## src/design/pwic_pkg.sv

```systemverilog
// ----------------------------------------------------------------------------
// pwic_pkg: shared types and constants for the PID controller
// Register indexes, the configuration bundle and datapath widths.
// ----------------------------------------------------------------------------
package pwic_pkg;

   localparam int ANGLE_W   = 16;
   localparam int ERR_W     = 17;
   localparam int SUM_W     = 18;
   localparam int DELTA_W   = 18;
   localparam int KP_W      = 16;
   localparam int KI_W      = 24;
   localparam int KD_W      = 24;
   localparam int LIMIT_W   = 17;
   localparam int DRIVE_W   = 16;
   localparam int P_W       = KP_W + ERR_W;
   localparam int I_W       = KI_W + SUM_W;
   localparam int D_W       = KD_W + DELTA_W;
   localparam int ACC_W     = 60;
   localparam int GAIN_SH   = 16;
   localparam int FRAC_BITS = 24;
   localparam int Q_W       = ACC_W - FRAC_BITS;
   localparam int INDEX_W   = 4;
   localparam int WDATA_W   = 24;
   localparam int REQ_W     = 2 * ANGLE_W;

   localparam logic [LIMIT_W-1:0] LIMIT_RESET = LIMIT_W'(128000);

   typedef enum logic [INDEX_W-1:0] {
      REG_KP             = 4'd0,
      REG_KI_DT          = 4'd1,
      REG_KD_PER_DT      = 4'd2,
      REG_INTEGRAL_LIMIT = 4'd3
   } reg_index_type;

   typedef struct packed {
      logic signed [KP_W-1:0]   kp;
      logic signed [KI_W-1:0]   ki_dt;
      logic signed [KD_W-1:0]   kd_per_dt;
      logic        [LIMIT_W-1:0] integral_limit;
   } pid_cfg_type;

endpackage

```

## src/design/pwic_csr.sv

```systemverilog
// ----------------------------------------------------------------------------
// pwic_csr: configuration registers
// Decodes register writes into the gain and clamp-limit bundle.
// ----------------------------------------------------------------------------
module pwic_csr (
   input  logic                          clock,
   input  logic                          reset,
   input  logic                          csr_valid,
   output logic                          csr_ready,
   input  logic [pwic_pkg::INDEX_W-1:0]  csr_index,
   input  logic [pwic_pkg::WDATA_W-1:0]  csr_wdata,
   output pwic_pkg::pid_cfg_type         cfg
);
   import pwic_pkg::*;

   pid_cfg_type cfg_ff;
   pid_cfg_type cfg_in;

   assign csr_ready = 1'b1;
   assign cfg       = cfg_ff;

   always_comb begin
      cfg_in = cfg_ff;
      if (csr_valid) begin
         case (reg_index_type'(csr_index))
            REG_KP:             cfg_in.kp             = csr_wdata[KP_W-1:0];
            REG_KI_DT:          cfg_in.ki_dt          = csr_wdata[KI_W-1:0];
            REG_KD_PER_DT:      cfg_in.kd_per_dt      = csr_wdata[KD_W-1:0];
            REG_INTEGRAL_LIMIT: cfg_in.integral_limit = csr_wdata[LIMIT_W-1:0];
            default:            cfg_in = cfg_ff;
         endcase
      end
   end

   always_ff @(posedge clock) begin
      if (reset) begin
         cfg_ff.kp             <= '0;
         cfg_ff.ki_dt          <= '0;
         cfg_ff.kd_per_dt      <= '0;
         cfg_ff.integral_limit <= LIMIT_RESET;
      end else begin
         cfg_ff <= cfg_in;
      end
   end

endmodule

```

## src/design/pid_with_integral_clamp.sv

```systemverilog
// ----------------------------------------------------------------------------
// pid_with_integral_clamp: PID controller with a clamped integral term
// Four-stage pipeline from angle samples to a saturated drive value.
// ----------------------------------------------------------------------------
// Each sample transfer yields one drive transfer, and a new sample can be
// taken every cycle unless all stages are full. The first stage forms the
// error, the clamped error sum and the error difference and updates the
// controller state, the second holds the three gain products, the third
// their sum, and the result register truncates toward zero and saturates.
// Stages fill bubbles independently, so samples still enter while a result waits.
// Gains should be written only while no sample is in flight.
module pid_with_integral_clamp (
   input  logic                          clock,
   input  logic                          reset,
   // tdata: measured_angle [15:0], setpoint [31:16]
   input  logic                          req_tvalid,
   output logic                          req_tready,
   input  logic [pwic_pkg::REQ_W-1:0]    req_tdata,
   // tdata: drive [15:0]
   output logic                          rsp_tvalid,
   input  logic                          rsp_tready,
   output logic [pwic_pkg::DRIVE_W-1:0]  rsp_tdata,
   input  logic                          csr_valid,
   output logic                          csr_ready,
   input  logic [pwic_pkg::INDEX_W-1:0]  csr_index,
   input  logic [pwic_pkg::WDATA_W-1:0]  csr_wdata
);
   import pwic_pkg::*;

   pid_cfg_type cfg;

   pwic_csr u_csr (
      .clock     (clock),
      .reset     (reset),
      .csr_valid (csr_valid),
      .csr_ready (csr_ready),
      .csr_index (csr_index),
      .csr_wdata (csr_wdata),
      .cfg       (cfg)
   );

   // Controller state
   logic signed [ERR_W-1:0]   prev_error_ff, prev_error_in;
   logic signed [SUM_W-1:0]   error_sum_ff, error_sum_in;

   // Pipeline valids
   logic s1_valid_ff, s1_valid_in;
   logic s2_valid_ff, s2_valid_in;
   logic s3_valid_ff, s3_valid_in;
   logic out_valid_ff, out_valid_in;
   logic s1_free, s2_free, s3_free, out_free;
   logic accept;

   // Pipeline payload
   logic signed [ERR_W-1:0]   err_ff, err_in;
   logic signed [SUM_W-1:0]   sum_ff, sum_in;
   logic signed [DELTA_W-1:0] delta_ff, delta_in;
   logic signed [P_W-1:0]     p_ff, p_in;
   logic signed [I_W-1:0]     i_ff, i_in;
   logic signed [D_W-1:0]     d_ff, d_in;
   logic signed [ACC_W-1:0]   total_ff, total_in;
   logic signed [DRIVE_W-1:0] drive_ff, drive_in;

   // Stage-one arithmetic
   logic signed [ANGLE_W-1:0] meas;
   logic signed [ANGLE_W-1:0] setp;
   logic signed [ERR_W-1:0]   err_c;
   logic signed [SUM_W:0]     sum_raw;
   logic signed [SUM_W:0]     lim_pos;
   logic signed [SUM_W:0]     lim_neg;
   logic signed [SUM_W:0]     sum_clamped;

   // Output arithmetic
   logic signed [ACC_W-1:0]   bias;
   logic signed [ACC_W-1:0]   total_adj;
   logic signed [Q_W-1:0]     q;

   assign out_free   = !out_valid_ff || rsp_tready;
   assign s3_free    = !s3_valid_ff || out_free;
   assign s2_free    = !s2_valid_ff || s3_free;
   assign s1_free    = !s1_valid_ff || s2_free;
   assign req_tready = s1_free;
   assign accept     = req_tvalid && req_tready;

   always_comb begin
      meas    = req_tdata[ANGLE_W-1:0];
      setp    = req_tdata[REQ_W-1:ANGLE_W];
      err_c   = {meas[ANGLE_W-1], meas} - {setp[ANGLE_W-1], setp};
      sum_raw = {error_sum_ff[SUM_W-1], error_sum_ff}
              + {{(SUM_W+1-ERR_W){err_c[ERR_W-1]}}, err_c};
      lim_pos = {{(SUM_W+1-LIMIT_W){1'b0}}, cfg.integral_limit};
      lim_neg = -lim_pos;
      if (sum_raw > lim_pos) begin
         sum_clamped = lim_pos;
      end else if (sum_raw < lim_neg) begin
         sum_clamped = lim_neg;
      end else begin
         sum_clamped = sum_raw;
      end

      prev_error_in = prev_error_ff;
      error_sum_in  = error_sum_ff;
      err_in        = err_ff;
      sum_in        = sum_ff;
      delta_in      = delta_ff;
      if (accept) begin
         prev_error_in = err_c;
         error_sum_in  = sum_clamped[SUM_W-1:0];
         err_in        = err_c;
         sum_in        = sum_clamped[SUM_W-1:0];
         delta_in      = {err_c[ERR_W-1], err_c} - {prev_error_ff[ERR_W-1], prev_error_ff};
      end
   end

   always_comb begin
      p_in = p_ff;
      i_in = i_ff;
      d_in = d_ff;
      if (s2_free) begin
         p_in = P_W'(cfg.kp) * P_W'(err_ff);
         i_in = I_W'(cfg.ki_dt) * I_W'(sum_ff);
         d_in = D_W'(cfg.kd_per_dt) * D_W'(delta_ff);
      end
   end

   always_comb begin
      total_in = total_ff;
      if (s3_free) begin
         total_in = {{(ACC_W-P_W-GAIN_SH){p_ff[P_W-1]}}, p_ff, {GAIN_SH{1'b0}}}
                  + {{(ACC_W-I_W){i_ff[I_W-1]}}, i_ff}
                  + {{(ACC_W-D_W-GAIN_SH){d_ff[D_W-1]}}, d_ff, {GAIN_SH{1'b0}}};
      end
   end

   // A negative total is biased before the shift so that it rounds toward zero.
   always_comb begin
      bias      = total_ff[ACC_W-1] ? {{(ACC_W-FRAC_BITS){1'b0}}, {FRAC_BITS{1'b1}}} : '0;
      total_adj = total_ff + bias;
      q         = total_adj[ACC_W-1:FRAC_BITS];
      drive_in  = drive_ff;
      if (out_free) begin
         if (q > Q_W'(32767)) begin
            drive_in = 16'sh7FFF;
         end else if (q < -Q_W'(32768)) begin
            drive_in = 16'sh8000;
         end else begin
            drive_in = q[DRIVE_W-1:0];
         end
      end
   end

   always_comb begin
      s1_valid_in  = s1_free  ? req_tvalid   : s1_valid_ff;
      s2_valid_in  = s2_free  ? s1_valid_ff  : s2_valid_ff;
      s3_valid_in  = s3_free  ? s2_valid_ff  : s3_valid_ff;
      out_valid_in = out_free ? s3_valid_ff  : out_valid_ff;
   end

   always_ff @(posedge clock) begin
      if (reset) begin
         prev_error_ff <= '0;
         error_sum_ff  <= '0;
         s1_valid_ff   <= 1'b0;
         s2_valid_ff   <= 1'b0;
         s3_valid_ff   <= 1'b0;
         out_valid_ff  <= 1'b0;
      end else begin
         prev_error_ff <= prev_error_in;
         error_sum_ff  <= error_sum_in;
         s1_valid_ff   <= s1_valid_in;
         s2_valid_ff   <= s2_valid_in;
         s3_valid_ff   <= s3_valid_in;
         out_valid_ff  <= out_valid_in;
      end
   end

   always_ff @(posedge clock) begin
      err_ff   <= err_in;
      sum_ff   <= sum_in;
      delta_ff <= delta_in;
      p_ff     <= p_in;
      i_ff     <= i_in;
      d_ff     <= d_in;
      total_ff <= total_in;
      drive_ff <= drive_in;
   end

   assign rsp_tvalid = out_valid_ff;
   assign rsp_tdata  = drive_ff;

   // The state after a transfer carries that sample's error.
   a_prev_error_tracks: assert property (@(posedge clock) disable iff (reset)
      accept |=> prev_error_ff == err_ff)
      else $error("prev_error does not match the accepted sample's error");

   // The input side only stalls when every stage is occupied.
   a_stall_only_when_full: assert property (@(posedge clock) disable iff (reset)
      !req_tready |-> (s1_valid_ff && s2_valid_ff && s3_valid_ff && out_valid_ff))
      else $error("input stalled while the pipeline has a bubble");

   // A waiting sum stage is never dropped while the result is stalled.
   a_s3_held: assert property (@(posedge clock) disable iff (reset)
      (s3_valid_ff && !out_free) |=> s3_valid_ff)
      else $error("sum stage lost while the result register was stalled");

   // A nonnegative total never turns into a negative drive.
   a_sign_kept: assert property (@(posedge clock) disable iff (reset)
      (out_free && s3_valid_ff && !total_ff[ACC_W-1]) |=> !drive_ff[DRIVE_W-1])
      else $error("nonnegative total produced a negative drive");

endmodule
```

## config.mk

```make
export PLATFORM = sky130hd
export DESIGN_NAME = pid_with_integral_clamp
export DESIGN_NICKNAME = d
export VERILOG_FILES = /design/src/design/pwic_pkg.sv /design/src/design/pwic_csr.sv /design/src/design/pid_with_integral_clamp.sv
export SDC_FILE = /design/constraint.sdc
export NUM_CORES = 2
export LEC_CHECK = 0
export BUFFER_PORTS_ARGS = -buffer_cell sky130_fd_sc_hd__buf_4
export CAP_MARGIN = 20
export CORE_MARGIN = 2
export CORE_UTILIZATION = 60
export DETAILED_ROUTE_END_ITERATION = 7
export GPL_TIMING_DRIVEN = 0
export PLACE_DENSITY = 0.75
export RECOVER_POWER = 50
export SETUP_SLACK_MARGIN = 0.05
export SYNTH_ARGS = -nofsm -noshare
export SYNTH_HDL_FRONTEND = slang
export SYNTH_HIERARCHICAL = 1
export SYNTH_SLANG_ARGS = --single-unit
```

## constraint.sdc

```tcl
create_clock -name clock -period 6.7 [get_ports clock]
set_input_delay 0.67 -clock clock [delete_from_list [all_inputs] [get_ports clock]]
set_output_delay 0.67 -clock clock [all_outputs]
set_load 0.05 [all_outputs]
```

==> results_dict.tcl <==
set metrics [dict create \
    port_buffers 82 \
    finish.utilization_pct 70.08 \
    worstSetupEndpointType "flip-flop" \
    post-route-period-util_pct 108.1 \
    ys_types 98 \
    antenna_found_initial 6 \
    cp-start-kind "flip-flop" \
    setup_violations_final 15 \
    final_nets 8416 \
    yosys_register_bits 365 \
    hold-path-cell-count 3 \
    synthesis.nets 7996 \
    peakVddDrop_v 0.0004235 \
    edff_count_synth 245 \
    crit_slowest_cell "sky130_fd_sc_hd__o211ai_1" \
    reg2reg_slack_ns -0.54 \
    drtIter0Drc 4203 \
    r2r-end "d_ff[40]$_DFFE_PP_" \
    tritoncts "yes" \
    max_cap_violations 3 \
    hold_viol_final 0 \
    cellLeakagePower_nw 33.95 \
    setup_repair_after_global_routing_missed_its_margin "true" \
    ctsLongestPathBuffers 3 \
    floorplan.die_area_um2 103400 \
    grt_start_max_net_pins 63 \
    route.detailed.vias_per_inst 5.705 \
    power-per-cell-area_nw_per_um2 257.3 \
    ys.warnings.count 6 \
    wl_um 178200 \
    num_rows 116 \
    holdPathEnd "s1_valid_ff$_SDFFE_PP0N_" \
    tightest_pin_transition_ns 3.737 \
    hold_buffers 0 \
    hp-class "input port to flip-flop" \
    yosys.area.top_type "sky130_fd_sc_hd__fa_1" \
    drc_errors 0 \
    final.setup_skew_ns 0.05297 \
    via_count 46007 \
    cts.sinks 365 \
    sequential_area_share_after_synthesis_pct 16.12 \
    post_synthesis_average_cell_area_um2 9.586 \
    cts_buffers 41 \
    ctsHtreeMaxLevel 2 \
    hpwlAfterDp_um 138600 \
    floorplan.die.height_um 321.6 \
    firstDrtPassIters 6 \
    worst_hold_startpoint "req_tvalid" \
    timing.critical_path.max_delay_family "adder cells" \
    timing_worst_setup_path_type "flip-flop to flip-flop" \
    synth_ff_type "sky130_fd_sc_hd__edfxtp_1" \
    min_period_ns 7.243 \
    clk-insertion-delay-late_ns 0.61 \
    run_status "finished, violations left" \
    final-max-slew-violation-count 154 \
    synth_top_cells_by_area "sky130_fd_sc_hd__fa_1 39%, sky130_fd_sc_hd__edfxtp_1 12%, sky130_fd_sc_hd__ha_1 9.2%, sky130_fd_sc_hd__inv_1 8.6%, sky130_fd_sc_hd__nand2_1 5.1%" \
    dp_worst_setup_slack_ns -1.652 \
    final_layout_size_suffix_gt1_share_pct 15.51 \
    routabilityCongestion 1.003 \
    grt_pass1_vias 47613 \
    coreArea_um2 100000 \
    post-route-worst-setup-slack_ns -0.5426 \
    gate_count_of_the_mapped_netlist 6314 \
    reg2regPathDepth 27 \
    width_of_the_die_um 321.6 \
    cp.required_ns 6.96 \
    yosys.area.top_type_share_pct 38.76 \
    io_pins 84 \
    max_stage_delay_ns 0.60 \
    regArea_um2 9876 \
    initial_core_util_pct 60.53 \
    routedWlPerCell_um 22.09 \
    clock_tree_root_buffer_cell "sky130_fd_sc_hd__clkbuf_16" \
    grt.overflow.total 0 \
    failed_checks "capacitance limit, slew limit, setup timing" \
    slew-limit-headroom_pct -149.2 \
    path_buf_inv 8 \
    postSynth.asyncResetShare_pct 0 \
    arrival_ns 7.51 \
    crit_path_frequent_cell "sky130_fd_sc_hd__fa_1" \
    reg2reg_from "delta_ff[2]$_DFFE_PP_" \
    clkTransAtPathRegs_ns 0.06 \
    first_pass_grt_wire_length_um 271500 \
    fillers 7284 \
    grtUsageTotal_pct 34.91 \
    postRouteAntennaNets 0 \
    mappedNetlistArea_um2 60530 \
    max_clock_freq_ghz 0.1381 \
    area.growth.synth_to_final_pct 15.78 \
    multiInputGateArea_um2 46630 \
    critical_path_peak_fanout 6 \
]
## layer usage
layer	global-route usage (%)	wire (um)
met1	47.29	68640
met2	55.71	81270
met3	8.073	20470
met4	11.67	7761
met5	0	20
## worst max path at each step
stage / depth (start not counted) / end / slack [ns] / startpoint
after floorplan: 25 / d_ff[41]$_DFFE_PP_ / 0.04 / u_csr/cfg[22]$_SDFFE_PP0P_
after global placement: 25 / i_ff[41]$_DFFE_PP_ / -1.95 / u_csr/cfg[57]$_SDFFE_PP0P_
after detailed placement: 22 / p_ff[31]$_DFFE_PP_ / -1.65 / u_csr/cfg[71]$_SDFFE_PP0P_
after CTS: 24 / d_ff[41]$_DFFE_PP_ / -0.29 / delta_ff[6]$_DFFE_PP_
after global routing: 27 / d_ff[40]$_DFFE_PP_ / -0.74 / delta_ff[2]$_DFFE_PP_
final: 27 / d_ff[40]$_DFFE_PP_ / -0.54 / delta_ff[2]$_DFFE_PP_
## cell families after synthesis
family | Yosys count | share of synthesized area [%]
flops | 365 | 16.12
fa+ha+maj | 1617 | 47.96
simple gates | 1794 | 14.38
other cells | 1 | 0.006195
buf+inv | 1626 | 10.19
compound gates | 581 | 6.356
xor+xnor | 238 | 3.444
mux | 92 | 1.540
## cell type report
type                    count  share of cell area (%)
flip-flops and latches    365                   14.09
plain buffers             226                   3.476
diodes                      2                0.007142
well taps                1298                   2.317
repair buffers            381                   4.305
inverters                1396                   7.502
clock buffers              53                   1.571
clock inverters            20                  0.1839
multi-input cells        4323                   66.54
## worst min-delay path, delay by kind of cell
family | cells | cell delay [ns]
AO/OA/AOI/OAI | 1 | 0.05
buffers and inverters | 2 | 0.15
## stage by stage
step                power, mW  instances  setup TNS (ns)  hold slack [ns]  instance area [um^2]
global route            19.13       8062          -6.068           0.3585                 70070
CTS                     17.16       7964         -0.9236           0.3381                 68600
finish                  18.03       8064          -3.169           0.3395                 70080
global placement        13.53       7694         -191.00           0.4041                 62970
detailed placement      13.78       7699          -63.20           0.4045                 63080
floorplan               10.53       6314               0           0.4003                 60730
## timing repair
action | 4_1_cts | 5_1_grt
pin swaps | 206 | 193
resized for setup | 728 | 292
cloned | 4 | 2
buffers inserted | 192 | 95
endpoints found under the setup margin | 76 | 66
## synthesized netlist by cell type (all sizes together), types with 7 or more instances
master   instances
a2111oi          8
a211oi          22
a21o            85
a21oi          198
a221oi           7
a31oi           15
and2           402
and3            29
and4            11
buf             21
clkbuf         209
dfxtp          120
edfxtp         245
fa            1172
ha             445
inv           1394
mux2             9
mux2i           83
nand2          829
nand2b         136
nand3           58
nand4           19
nor2           173
nor2b           41
nor3            42
nor4             8
o211ai           8
o21a            24
o21ai           96
o21bai          30
o31ai           14
o41ai            8
or2              8
or3             14
xnor2          179
xor2            59
## state kept, by name, indices dropped and copies added (netlist names), 16 cells and up
register       count
d_ff              42
delta_ff          18
err_ff            17
error_sum_ff      18
i_ff              42
p_ff              33
prev_error_ff     17
rsp_tdata         16
sum_ff            18
total_ff          59
u_csr/cfg         81
## power by group
| group | switching [mW] | internal [mW] |
|---|---|---|
| combinational | 7.05 | 4.87 |
| clock | 0.983 | 1.17 |
| sequential | 0.570 | 3.38 |
| total | 8.61 | 9.43 |
## placed cells by master (no fill, tap or decap), types with 71 or more instances in the layout
cell | netlist | final
sky130_fd_sc_hd__fa_1 | 1172 | 1125
sky130_fd_sc_hd__inv_1 | 1394 | 1333
sky130_fd_sc_hd__nand2_1 | 828 | 807
sky130_fd_sc_hd__nor2_1 | 173 | 164
sky130_fd_sc_hd__buf_4 | 2 | 316
sky130_fd_sc_hd__a21oi_1 | 197 | 168
sky130_fd_sc_hd__and2_1 | 400 | 381
sky130_fd_sc_hd__ha_1 | 445 | 389
sky130_fd_sc_hd__mux2i_1 | 83 | 83
sky130_fd_sc_hd__a21o_1 | 83 | 83
sky130_fd_sc_hd__o21ai_0 | 89 | 71
sky130_fd_sc_hd__edfxtp_1 | 245 | 245
sky130_fd_sc_hd__xnor2_1 | 179 | 157
sky130_fd_sc_hd__nand2b_1 | 136 | 136
(Power assumes the default switching activity.)
